<file path="config.mk">
export PLATFORM = sky130hd
export DESIGN_NAME = deque_with_membership_search_top
export DESIGN_NICKNAME = d
export VERILOG_FILES = /design/src/hdl/dqms_pkg.sv /design/src/hdl/dqms_ram.sv /design/src/hdl/dqms_seq.sv /design/src/hdl/deque_with_membership_search_top.sv
export SDC_FILE = /design/constraint.sdc
export NUM_CORES = 2
export LEC_CHECK = 0
export BUFFER_PORTS_ARGS = -buffer_cell sky130_fd_sc_hd__buf_2
export CORE_UTILIZATION = 40
export DETAILED_ROUTE_END_ITERATION = 12
export SLEW_MARGIN = 40
export SYNTH_ARGS = -nofsm -noshare
export SYNTH_HDL_FRONTEND = slang
export SYNTH_SLANG_ARGS = --single-unit
</file>
<file path="constraint.sdc">
create_clock -name clock -period 4.35 [get_ports clock]
set_input_delay 0.435 -clock clock [delete_from_list [all_inputs] [get_ports clock]]
set_output_delay 0.435 -clock clock [all_outputs]
set_load 0.05 [all_outputs]
</file>
<file path="src/hdl/dqms_pkg.sv">
`timescale 1ns / 1ps
// ----------------------------------------------------------------------------
// dqms_pkg
// Shared types, constants and ring index helpers for the double-ended queue
// with membership search.
// ----------------------------------------------------------------------------
package dqms_pkg;

   // sizing
   localparam int DEPTH      = 64;
   localparam int VALUE_BITS = 32;
   localparam int IDX_BITS   = $clog2(DEPTH);
   localparam int CNT_BITS   = $clog2(DEPTH + 1);
   localparam int OP_BITS    = 3;
   localparam int STAT_BITS  = 2;

   // operation codes
   localparam logic [OP_BITS-1:0] OP_PUSH_FRONT = 3'd0;
   localparam logic [OP_BITS-1:0] OP_PUSH_BACK  = 3'd1;
   localparam logic [OP_BITS-1:0] OP_POP_FRONT  = 3'd2;
   localparam logic [OP_BITS-1:0] OP_POP_BACK   = 3'd3;
   localparam logic [OP_BITS-1:0] OP_SEARCH     = 3'd4;

   // status codes
   localparam logic [STAT_BITS-1:0] STAT_OK    = 2'd0;
   localparam logic [STAT_BITS-1:0] STAT_EMPTY = 2'd1;
   localparam logic [STAT_BITS-1:0] STAT_FULL  = 2'd2;

   // memory access request from the sequencer
   typedef struct packed {
      logic                  wr_en;
      logic [IDX_BITS-1:0]   wr_addr;
      logic [VALUE_BITS-1:0] wr_data;
      logic                  rd_en;
      logic [IDX_BITS-1:0]   rd_addr;
   } mem_req_type;

   // one result transaction
   typedef struct packed {
      logic [VALUE_BITS-1:0] popped_value;
      logic                  found;
      logic [STAT_BITS-1:0]  status;
      logic [CNT_BITS-1:0]   entry_count;
   } result_type;

   // ring position a + b, both below DEPTH
   function automatic logic [IDX_BITS-1:0] ring_add(input logic [IDX_BITS-1:0] a,
                                                     input logic [IDX_BITS-1:0] b);
      logic [IDX_BITS:0] sum;
      sum = {1'b0, a} + {1'b0, b};
      if (sum >= (IDX_BITS + 1)'(DEPTH)) begin
         sum = sum - (IDX_BITS + 1)'(DEPTH);
      end
      return sum[IDX_BITS-1:0];
   endfunction

   // ring position one before a
   function automatic logic [IDX_BITS-1:0] ring_dec(input logic [IDX_BITS-1:0] a);
      logic [IDX_BITS-1:0] res;
      if (a == '0) begin
         res = IDX_BITS'(DEPTH - 1);
      end else begin
         res = a - IDX_BITS'(1);
      end
      return res;
   endfunction

endpackage

</file>
<file path="src/hdl/dqms_ram.sv">
`timescale 1ns / 1ps
// ----------------------------------------------------------------------------
// dqms_ram
// Simple dual-port synchronous RAM: one write port, one read port with a
// registered read.
// ----------------------------------------------------------------------------
module dqms_ram #(
   parameter int DATA_BITS = 32,
   parameter int WORDS     = 64,
   parameter int ADDR_BITS = $clog2(WORDS)
) (
   input  logic                 clock,
   input  logic                 wr_en,
   input  logic [ADDR_BITS-1:0] wr_addr,
   input  logic [DATA_BITS-1:0] wr_data,
   input  logic                 rd_en,
   input  logic [ADDR_BITS-1:0] rd_addr,
   output logic [DATA_BITS-1:0] rd_data
);

   logic [DATA_BITS-1:0] mem [WORDS];
   logic [DATA_BITS-1:0] rd_data_ff;

   // write port
   always_ff @(posedge clock) begin
      if (wr_en) begin
         mem[wr_addr] <= wr_data;
      end
   end

   // registered read port
   always_ff @(posedge clock) begin
      if (rd_en) begin
         rd_data_ff <= mem[rd_addr];
      end
   end

   assign rd_data = rd_data_ff;

endmodule

</file>
<file path="src/hdl/dqms_seq.sv">
`timescale 1ns / 1ps
// ----------------------------------------------------------------------------
// dqms_seq
// Sequencer: holds the front index and the entry count, issues ring buffer
// reads and writes, walks held entries for a search and builds the result.
// ----------------------------------------------------------------------------
module dqms_seq import dqms_pkg::*; (
   input  logic                  clock,
   input  logic                  reset,
   input  logic                  req_valid,
   output logic                  req_ready,
   input  logic [OP_BITS-1:0]    req_op,
   input  logic [VALUE_BITS-1:0] req_item_value,
   input  logic                  out_free,
   input  logic [VALUE_BITS-1:0] rd_data,
   output mem_req_type           mem_req,
   output logic                  res_valid,
   output result_type            res
);

   typedef enum logic [1:0] {
      S_IDLE,
      S_EXEC,
      S_SCAN
   } state_type;

   state_type             state_ff, state_in;
   logic [IDX_BITS-1:0]   front_ff, front_in;
   logic [CNT_BITS-1:0]   count_ff, count_in;
   logic [OP_BITS-1:0]    op_ff, op_in;
   logic [VALUE_BITS-1:0] value_ff, value_in;
   logic [IDX_BITS-1:0]   scan_ff, scan_in;

   logic                  is_full;
   logic                  is_empty;
   logic                  hit;
   logic                  last_entry;
   logic [IDX_BITS-1:0]   rd_offset;
   logic [IDX_BITS-1:0]   back_offset;

   assign is_full     = (count_ff == CNT_BITS'(DEPTH));
   assign is_empty    = (count_ff == '0);
   assign hit         = (rd_data == value_ff);
   assign back_offset = IDX_BITS'(count_ff - CNT_BITS'(1));
   assign last_entry  = (CNT_BITS'(scan_ff) == count_ff - CNT_BITS'(1));
   assign req_ready   = (state_ff == S_IDLE);

   // read address: the entry that the next step looks at
   always_comb begin
      case (state_ff)
         S_IDLE:  rd_offset = (req_op == OP_POP_BACK) ? back_offset : '0;
         S_EXEC:  rd_offset = IDX_BITS'(1);
         S_SCAN:  rd_offset = scan_ff + IDX_BITS'(1);
         default: rd_offset = '0;
      endcase
   end

   // next state, memory requests and result
   always_comb begin
      state_in         = state_ff;
      front_in         = front_ff;
      count_in         = count_ff;
      op_in            = op_ff;
      value_in         = value_ff;
      scan_in          = scan_ff;
      mem_req.wr_en    = 1'b0;
      mem_req.wr_addr  = ring_add(front_ff, count_ff[IDX_BITS-1:0]);
      mem_req.wr_data  = value_ff;
      mem_req.rd_en    = (state_ff == S_IDLE) || out_free;
      mem_req.rd_addr  = ring_add(front_ff, rd_offset);
      res_valid        = 1'b0;
      res.popped_value = '0;
      res.found        = 1'b0;
      res.status       = STAT_OK;
      res.entry_count  = count_ff;

      case (state_ff)
         S_IDLE: begin
            if (req_valid) begin
               op_in    = req_op;
               value_in = req_item_value;
               state_in = S_EXEC;
            end
         end
         S_EXEC: begin
            if (out_free) begin
               res_valid = 1'b1;
               state_in  = S_IDLE;
               case (op_ff)
                  OP_PUSH_FRONT: begin
                     if (is_full) begin
                        res.status = STAT_FULL;
                     end else begin
                        front_in        = ring_dec(front_ff);
                        count_in        = count_ff + CNT_BITS'(1);
                        mem_req.wr_en   = 1'b1;
                        mem_req.wr_addr = ring_dec(front_ff);
                     end
                  end
                  OP_PUSH_BACK: begin
                     if (is_full) begin
                        res.status = STAT_FULL;
                     end else begin
                        count_in      = count_ff + CNT_BITS'(1);
                        mem_req.wr_en = 1'b1;
                     end
                  end
                  OP_POP_FRONT: begin
                     if (is_empty) begin
                        res.status = STAT_EMPTY;
                     end else begin
                        res.popped_value = rd_data;
                        front_in         = ring_add(front_ff, IDX_BITS'(1));
                        count_in         = count_ff - CNT_BITS'(1);
                     end
                  end
                  OP_POP_BACK: begin
                     if (is_empty) begin
                        res.status = STAT_EMPTY;
                     end else begin
                        res.popped_value = rd_data;
                        count_in         = count_ff - CNT_BITS'(1);
                     end
                  end
                  OP_SEARCH: begin
                     // first held entry was read while the transaction was taken
                     if (!is_empty && hit) begin
                        res.found = 1'b1;
                     end else if (!is_empty && count_ff != CNT_BITS'(1)) begin
                        res_valid = 1'b0;
                        scan_in   = IDX_BITS'(1);
                        state_in  = S_SCAN;
                     end
                  end
                  default: begin
                  end
               endcase
               res.entry_count = count_in;
            end
         end
         S_SCAN: begin
            // one held entry compared per cycle while the output register has space
            if (out_free) begin
               if (hit || last_entry) begin
                  res_valid = 1'b1;
                  res.found = hit;
                  state_in  = S_IDLE;
               end else begin
                  scan_in = scan_ff + IDX_BITS'(1);
               end
            end
         end
         default: begin
            state_in = S_IDLE;
         end
      endcase
   end

   // state and registers
   always_ff @(posedge clock) begin
      if (reset) begin
         state_ff <= S_IDLE;
         front_ff <= '0;
         count_ff <= '0;
      end else begin
         state_ff <= state_in;
         front_ff <= front_in;
         count_ff <= count_in;
      end
      op_ff    <= op_in;
      value_ff <= value_in;
      scan_ff  <= scan_in;
   end

`ifndef SYNTHESIS
   // entry count stays within the ring
   a_count_bound: assert property (@(posedge clock) disable iff (reset)
      count_ff <= CNT_BITS'(DEPTH))
      else $error("entry count above depth");

   // a result is only produced when the output register can take it
   a_res_space: assert property (@(posedge clock) disable iff (reset)
      res_valid |-> out_free)
      else $error("result produced while output register busy");

   // full status only when the ring is full, empty status only when empty
   a_full_status: assert property (@(posedge clock) disable iff (reset)
      res_valid && res.status == STAT_FULL |-> is_full && res.entry_count == count_ff)
      else $error("full status with free space");

   a_empty_status: assert property (@(posedge clock) disable iff (reset)
      res_valid && res.status == STAT_EMPTY |-> is_empty)
      else $error("empty status with held entries");

   // count changes only on a completed transaction
   a_count_hold: assert property (@(posedge clock) disable iff (reset)
      !res_valid |=> $stable(count_ff))
      else $error("entry count changed without a result");
`endif

endmodule

</file>
<file path="src/hdl/deque_with_membership_search_top.sv">
`timescale 1ns / 1ps
// ----------------------------------------------------------------------------
// deque_with_membership_search_top
// Bounded double-ended queue kept as a ring buffer in one RAM, with push and
// pop at both ends and a membership search over held entries.
// ----------------------------------------------------------------------------
//  channel  ports                                   direction  per transaction
//  req      req_valid/ready, op, item_value         in         one operation
//  rsp      rsp_valid/ready, popped_value, found,   out        one result
//           status, entry_count
//
//  push, pop, no-op: accept, then ring RAM access.
//  search: accept, then held entries compared up to the first hit, one per
//  cycle through the single RAM read port while the output register has space.
//  reset: synchronous, clears front index and entry count; RAM is not cleared.
//  a new transaction is taken while a result waits in the output register;
//  the sequencer stalls only when that register is still full.
// ----------------------------------------------------------------------------
module deque_with_membership_search_top import dqms_pkg::*; (
   input  logic                  clock,
   input  logic                  reset,
   input  logic                  req_valid,
   output logic                  req_ready,
   input  logic [OP_BITS-1:0]    req_op,
   input  logic [VALUE_BITS-1:0] req_item_value,
   output logic                  rsp_valid,
   input  logic                  rsp_ready,
   output logic [VALUE_BITS-1:0] rsp_popped_value,
   output logic                  rsp_found,
   output logic [STAT_BITS-1:0]  rsp_status,
   output logic [CNT_BITS-1:0]   rsp_entry_count
);

   mem_req_type           mem_req;
   logic [VALUE_BITS-1:0] rd_data;
   logic                  res_valid;
   result_type            res;
   logic                  out_free;
   logic                  rsp_valid_ff, rsp_valid_in;
   result_type            rsp_ff, rsp_in;

   // sequencer
   dqms_seq u_seq (
      .clock          (clock),
      .reset          (reset),
      .req_valid      (req_valid),
      .req_ready      (req_ready),
      .req_op         (req_op),
      .req_item_value (req_item_value),
      .out_free       (out_free),
      .rd_data        (rd_data),
      .mem_req        (mem_req),
      .res_valid      (res_valid),
      .res            (res)
   );

   // ring buffer storage
   dqms_ram #(
      .DATA_BITS (VALUE_BITS),
      .WORDS     (DEPTH),
      .ADDR_BITS (IDX_BITS)
   ) u_ram (
      .clock   (clock),
      .wr_en   (mem_req.wr_en),
      .wr_addr (mem_req.wr_addr),
      .wr_data (mem_req.wr_data),
      .rd_en   (mem_req.rd_en),
      .rd_addr (mem_req.rd_addr),
      .rd_data (rd_data)
   );

   // output register
   assign out_free = !rsp_valid_ff || rsp_ready;

   always_comb begin
      rsp_valid_in = rsp_valid_ff;
      rsp_in       = rsp_ff;
      if (res_valid) begin
         rsp_valid_in = 1'b1;
         rsp_in       = res;
      end else if (rsp_ready) begin
         rsp_valid_in = 1'b0;
      end
   end

   always_ff @(posedge clock) begin
      if (reset) begin
         rsp_valid_ff <= 1'b0;
      end else begin
         rsp_valid_ff <= rsp_valid_in;
      end
      rsp_ff <= rsp_in;
   end

   assign rsp_valid        = rsp_valid_ff;
   assign rsp_popped_value = rsp_ff.popped_value;
   assign rsp_found        = rsp_ff.found;
   assign rsp_status       = rsp_ff.status;
   assign rsp_entry_count  = rsp_ff.entry_count;

endmodule

</file>
Yosys cells after proc, flatten, opt, wreduce, memory -nomap -nowiden
Memory sizes are Yosys's and may differ from the RTL's. A register that Yosys moved wholly into a read port is not among the register bits.
Cells that the tools add are included.
- register bits: 99
- bits in writable memories: 2048
- output and inout port bits: 44
- word-level logic and storage cells: 125
- memories kept: 1
- input bits: 39
- bitwise logic cells: 3
- equality and inequality tests: 21
- reduce and logical (&&, ||, !) cells: 22
- muxes and demuxes: 54
- add/sub/neg operators: 10
- $lt $le $gt $ge: 3
- memories (name ; depth ; width ; rd ports ; clocked after memory_dff ; write ports ; line ; text):
    u_ram.mem ; 64 ; 32 ; 1 ; 1 ; 1 ; dqms_ram.sv:21 ; logic [DATA_BITS-1:0] mem [WORDS];
- operators by type and width (operator ; number):
    $mux W6 ; 14
    $mux W7 ; 6
    $eq A32 B32 Y1 ; 1
    $pmux W6 S2 ; 2
    $sub A6 B1 Y6 const B ; 4
    $ge A7 B7 Y1 const B ; 3
    $pmux W6 S3 ; 1
    $mux W1 ; 16
    $mux W2 ; 8
    $add A6 B6 Y7 ; 2
    $pmux W7 S2 ; 1
    $ne A2 B2 Y1 const B ; 6
    $mux W10 ; 1
    $eq A3 B2 Y1 const B ; 3
    $ne A2 B1 Y1 const B ; 4
    $add A6 B1 Y7 const B ; 1
    $add A7 B1 Y7 const B ; 1
    $eq A6 B7 Y1 ; 1
    $eq A7 B7 Y1 const B ; 1
    $logic_not A7 Y1 ; 1
    $ne A7 B1 Y1 const B ; 1
    $reduce_and A7 Y1 ; 1
    $sub A7 B1 Y7 const B ; 1
    $add A6 B1 Y6 const B ; 1
    other kinds (20) ; 32

Logic depth before layout (Yosys ltp)
- word-level depth: 9
- depth in mapped cells: 17
- depth with buffers taken out: 14

Cells and area by module
From an unflattened synthesis, not the netlist that was laid out.
- cells, all modules: 3778
- area total of the unflattened synthesis: 84053.1 um^2
- modules (own cells, without submodules) (module ; area each (um^2) ; sequential area each (um^2) ; times used ; cells an instance):
    dqms_ram ; 78829.4 ; 62459.9 ; 1 ; 3323
    dqms_seq ; 3916.3 ; 1531.5 ; 1 ; 409
    deque_with_membership_search_top ; 1307.5 ; 1281.2 ; 1 ; 46

Worst setup path after synthesis
OpenSTA, ideal clock, no wires.
- path type: reg-to-reg
- start: register u_seq.count_ff[0]
- end: memory u_ram.mem[47][0], enable pin
- required time: 3.929 ns
- library setup time: 0.421 ns
- data arrival time: 3.545 ns
- buffers on the path: 0
- setup slack: 0.384 ns
- cell stages (with the launch flop): 10
- clock period less this slack: 3.966 ns
- cell sequence: dfxtp_1 -> inv_1 -> ha_1 -> nor4b_2 -> nand3b_1 -> nor3b_1 -> nand2_1 -> o21ai_1 -> nand2_1 -> nor2_1
- word-level cells in the longest chain between the ends: 7
- elaborated cells on any way between the ends: 13
- classes of those cells: add/sub (2); order compare (1); eq/ne (1); mux (9)
- RTL lines (item ; line ; text):
    start, declared ; dqms_seq.sv:29 ; logic [CNT_BITS-1:0] count_ff, count_in;
    start signal, assigned ; dqms_seq.sv:168 ; count_ff <= count_in;
    $add A6 B6 Y7 / $eq A7 B7 Y1 (equally long branches) ; dqms_pkg.sv:50, dqms_seq.sv:41 ;
    $sub A6 B1 Y6, or another cell as far along ; dqms_pkg.sv:52 ; sum = sum - (IDX_BITS + 1)'(DEPTH);
    $mux W6 / $pmux W1 S2 (equally long branches) ; dqms_pkg.sv:51, dqms_seq.sv:89 ;
    $mux W7 (on tied branches) ; dqms_seq.sv:91, dqms_seq.sv:86 ;
    $mux W6 / $mux W7 (equally long branches) ; dqms_seq.sv:89, dqms_seq.sv:77 ;
    $mux W7 / $mux W1 (equally long branches) ; dqms_seq.sv:86, dqms_ram.sv:26 ;
    $mux W7 * ; dqms_seq.sv:77 ; case (state_ff)
    end, declared ; dqms_ram.sv:21 ;
Mark *: on every way between the ends. The rest lies on a longest branch, timed or not.

Final worst setup path
- start: register u_seq.state_ff[1]
- end: register u_ram.rd_data_ff[14] (netlist: u_ram.rd_data[14]) (read register of u_ram.mem) (data pin)
- word-level cells in the longest chain between the ends: 5
- elaborated cells on any way between the ends: 9
- classes of those cells: add/sub (2); order compare (1); eq/ne (2); mux (2); reduce/logical (2)
- RTL lines (item ; line ; text):
    start, declared ; dqms_seq.sv:27 ; state_type state_ff, state_in;
    start signal, assigned ; dqms_seq.sv:166 ; state_ff <= state_in;
    $eq A2 B2 Y1, or another cell as far along ; dqms_seq.sv:50 ; case (state_ff)
    $pmux W6 S3 ; dqms_seq.sv:50 ;
    $add A6 B6 Y7 ; dqms_pkg.sv:50 ; sum = {1'b0, a} + {1'b0, b};
    $sub A6 B1 Y6 / $ge A7 B7 Y1 (equally long branches) ; dqms_pkg.sv:52, dqms_pkg.sv:51 ;
    $mux W6 ; dqms_pkg.sv:51 ; if (sum >= (IDX_BITS + 1)'(DEPTH)) begin
    end, declared ; dqms_ram.sv:22 ; logic [DATA_BITS-1:0] rd_data_ff;
Parallel ways exist; a longest one is shown, timed or not.
A chain may end at the register's enable or synchronous reset.

==> impl_metrics.py <==
metrics = {
    "status": {
        "status": "completed",
    },
    "routing": {
        "drt_first_pass_iters": 6,
        "routed_via_density": 5.65,
        "vias": 43500,
        "highest_layer": "met4",
        "wl_met3_mm": 16.1,
        "remaining_drc_errors": 0,
        "wl_mm": 227,
        "first_iter_violations": 5051,
        "route.met2.wl_mm": 109,
        "ant_nets": 0,
        "routedWlPerCell_um": 29.5,
        "met1Wirelength_mm": 94.3,
    },
    "yosys": {
        "synth_edf_count": 2163,
        "ys_types": 68,
        "synth_top_area_frac": 0.763,
        "yosysMostFrequentCell": "edfxtp_1",
        "yosys_warnings": 0,
        "yosysSeqAreaShare": 0.766,
        "netlist_area_um2": 85200,
        "synthFlopType": "edfxtp_1",
        "synthXorXnorAreaFrac": 0.00633,
        "synth.top_cells.by_count": "edfxtp_1, nand2_1, mux4_2",
        "yosysTopAreaCell": "edfxtp_1",
        "synth_cells": 4218,
        "syn_nets": 4280,
        "synth_compound_area_frac": 0.0159,
        "syn_avg_cell_area_um2": 20.2,
        "synth_top_family_by_area": "multiplexers",
        "synth_area_leaders": "edfxtp_1, mux4_2, nand2_1",
        "synthMuxAreaShare": 0.148,
        "synth_adder_area_share": 0.00355,
        "yosys.area_share.simple": 0.0465,
        "synthArstFlopShare": 0,
        "ys_ff_latch": 2179,
    },
    "setup_path": {
        "cp.required_ns": 4.93,
        "crit_path_start_kind": "register",
        "setup.worst_path.end_class": "register",
        "worstPathArrival_ns": 4.86,
        "reg2reg_from": "u_seq.state_ff[1]",
        "reg2reg_depth": 16,
        "rrSetupSlack_ns": 0.06,
        "path_class": "register to register",
        "timing.rr.end": "u_ram.rd_data[14]",
        "worstPathMaxFanout": 21,
    },
    "clock_network": {
        "cts_root_buffer": "clkbuf_16",
        "clkSinkCount": 2179,
        "cts_tree": "done",
        "clk_latency_ns": 0.87,
        "cts_buffer_depth": 3,
        "htree_levels": 4,
        "clkSlewWorstSetupHoldPaths_ns": 0.06,
        "numCtsBuffers": 215,
    },
    "layout": {
        "drive_gt1_frac": 0.284,
        "layout.nets": 4761,
        "regArea_um2": 65300,
        "post-route-util": 0.472,
        "areaGrowthSynthToFinish_pct": 17.4,
        "fill_cells": 17500,
        "multi_input_area_um2": 19400,
    },
    "die": {
        "core_area_um2": 212000,
        "die_y_um": 463,
        "row_count": 169,
        "die_x_um": 463,
        "die-area_um2": 215000,
        "start_util": 0.402,
        "num_io_pins": 83,
    },
    "global_route": {
        "gr-usage-all-layers": 0.210,
        "overflow": 0,
        "grt_max_degree": 65,
        "grt_antenna_before_repair": 5,
        "grt_pass1_wl_mm": 324,
        "grt_pass1_vias": 44000,
    },
    "timing": {
        "finalHoldViolations": 0,
        "setup_viol": 0,
        "rsz0062_at_grt": "true",
        "skew_ns": 0.0439,
        "post-route-period-util": 0.985,
        "hold_slack_ns": 0.160,
        "max_freq_ghz": 0.233,
        "slew_headroom": 0.421,
        "slew_viol_final": 0,
        "setup_tns_ns": 0,
        "fin_crit_ns": 4.29,
        "tightest_slew_ns": 0.869,
        "finalWorstSetupSlack_ns": 0.0644,
    },
    "power": {
        "power.density_cell_area_nw_per_um2": 490,
        "p_leak_nw": 32.7,
        "power_mw": 49.0,
        "peakVddDrop_mv": 0.463,
    },
    "run": {
        "maxCapViolations": 0,
    },
    "placement": {
        "dpl.hpwl_mm": 134,
        "numPortBuffers": 82,
        "detailedPlace.worstSlack_ns": -0.146,
        "gp_congestion": 0.825,
    },
    "min_path": {
        "hp-start": "req_valid",
        "whs_endpoint": "u_seq.state_ff[1]",
        "hp-class": "input pin to register",
        "worst_hold_path.num_cells": 4,
    },
}
state kept, by name (all words and copies together), names as in the netlist:
name	cells
rsp_entry_count	7
rsp_found	1
rsp_popped_value	32
rsp_status	2
rsp_valid	1
u_ram.mem	2048
u_ram.rd_data	32
u_seq.count_ff	7
u_seq.front_ff	6
u_seq.op_ff	3
u_seq.scan_ff	6
u_seq.state_ff	2
u_seq.value_ff	32
power by group:
group | switching (mW) | total (mW) | internal, mW
registers | 0.430 | 24.0 | 23.6
clock network | 7.99 | 18.4 | 10.4
logic | 3.72 | 6.67 | 2.95
worst max-delay path: stages, from the launching register on:
cell and delay, ns:
dfxtp_1 0.33, inv_1 0.11, ha_1 0.20, and4b_2 0.29, nand2_1 0.08, a21oi_2 0.17, ha_4 0.15, inv_1 0.05
fa_4 0.90, buf_12 0.21, buf_12 0.20, buf_4 0.18, mux4_2 0.30, nand2_1 0.09, a31oi_1 0.18, mux2i_2 0.41
mux2i_1 0.14
cells in the final DEF (no fill, tap or decap), drive strengths merged, types with 8 or more instances in the layout:
| cell type | instances |
|---|---|
| dlygate4sd3 | 36 |
| ha | 21 |
| nor2b | 8 |
| clkinvlp | 13 |
| nor4 | 9 |
| bufinv | 22 |
| and3 | 138 |
| nor2 | 93 |
| and2 | 40 |
| xor2 | 39 |
| mux4 | 512 |
| a21oi | 20 |
| dfxtp | 16 |
| edfxtp | 2163 |
| nand2 | 537 |
| nand2b | 8 |
| clkbuf | 249 |
| inv | 29 |
| buf | 455 |
| xnor2 | 20 |
| clkinv | 102 |
| a31oi | 129 |
| mux2i | 101 |
| o21ai | 19 |
| nor3 | 11 |
| nand3 | 24 |
layout make-up:
cell class	instances	area share
antenna	1	0.0000250
clock buffer	248	0.0550
clock inverter	149	0.0144
inverter	17	0.000638
multi-input combinational	1794	0.194
sequential	2179	0.652
tap	2821	0.0353
timing repair buffer	492	0.0482
worst max path at each step:
stage	from	endpoint	slack, ns	cells past startpoint
2_1_floorplan	u_seq.count_ff[0]	u_ram.mem[47][0]	0.38	9
6_report	u_seq.state_ff[1]	u_ram.rd_data[14]	0.06	16
3_5_place_dp	u_seq.state_ff[1]	u_ram.rd_data[15]	-0.15	17
5_1_grt	u_seq.state_ff[1]	u_ram.rd_data[14]	-0.09	16
4_1_cts	u_seq.state_ff[1]	u_ram.rd_data[30]	0.04	17
3_3_place_gp	u_seq.state_ff[1]	u_ram.rd_data[15]	-0.20	17
what timing repair did:
action,in CTS,in global routing
gates cloned,0,1
buffers inserted,0,3
pin swaps,1,2
setup endpoints to repair,6,20
resized for setup,7,23
hold endpoints to repair,49,0
hold buffers,36,0
cell families (layout without fill, tap and decap cells):
family | after synthesis | after routing
AND/OR/NAND/NOR | 884 | 884
AO/OA/AOI/OAI | 212 | 212
XOR/XNOR | 60 | 60
flip-flops | 2179 | 2179
adder cells (fa/ha/maj) | 23 | 23
buffers and inverters | 245 | 906
multiplexers | 615 | 615
other | 0 | 1
through the flow:
stage,cell area (um2),cells
finish,100000,7701
global route,100000,7700
CTS,99900,7696
detailed placement,92500,7263
global placement,92500,7261
floorplan,85200,4218
per-layer routing:
| metal | GRT usage | vias to the layer above |
|---|---|---|
| met3 | 0.0353 | 299 |
| li1 | - | 18100 |
| met1 | 0.292 | 23300 |
| met4 | 0.0684 | 0 |
| met5 | 0 | - |
| met2 | 0.338 | 1718 |
(Power assumes the default switching activity.)
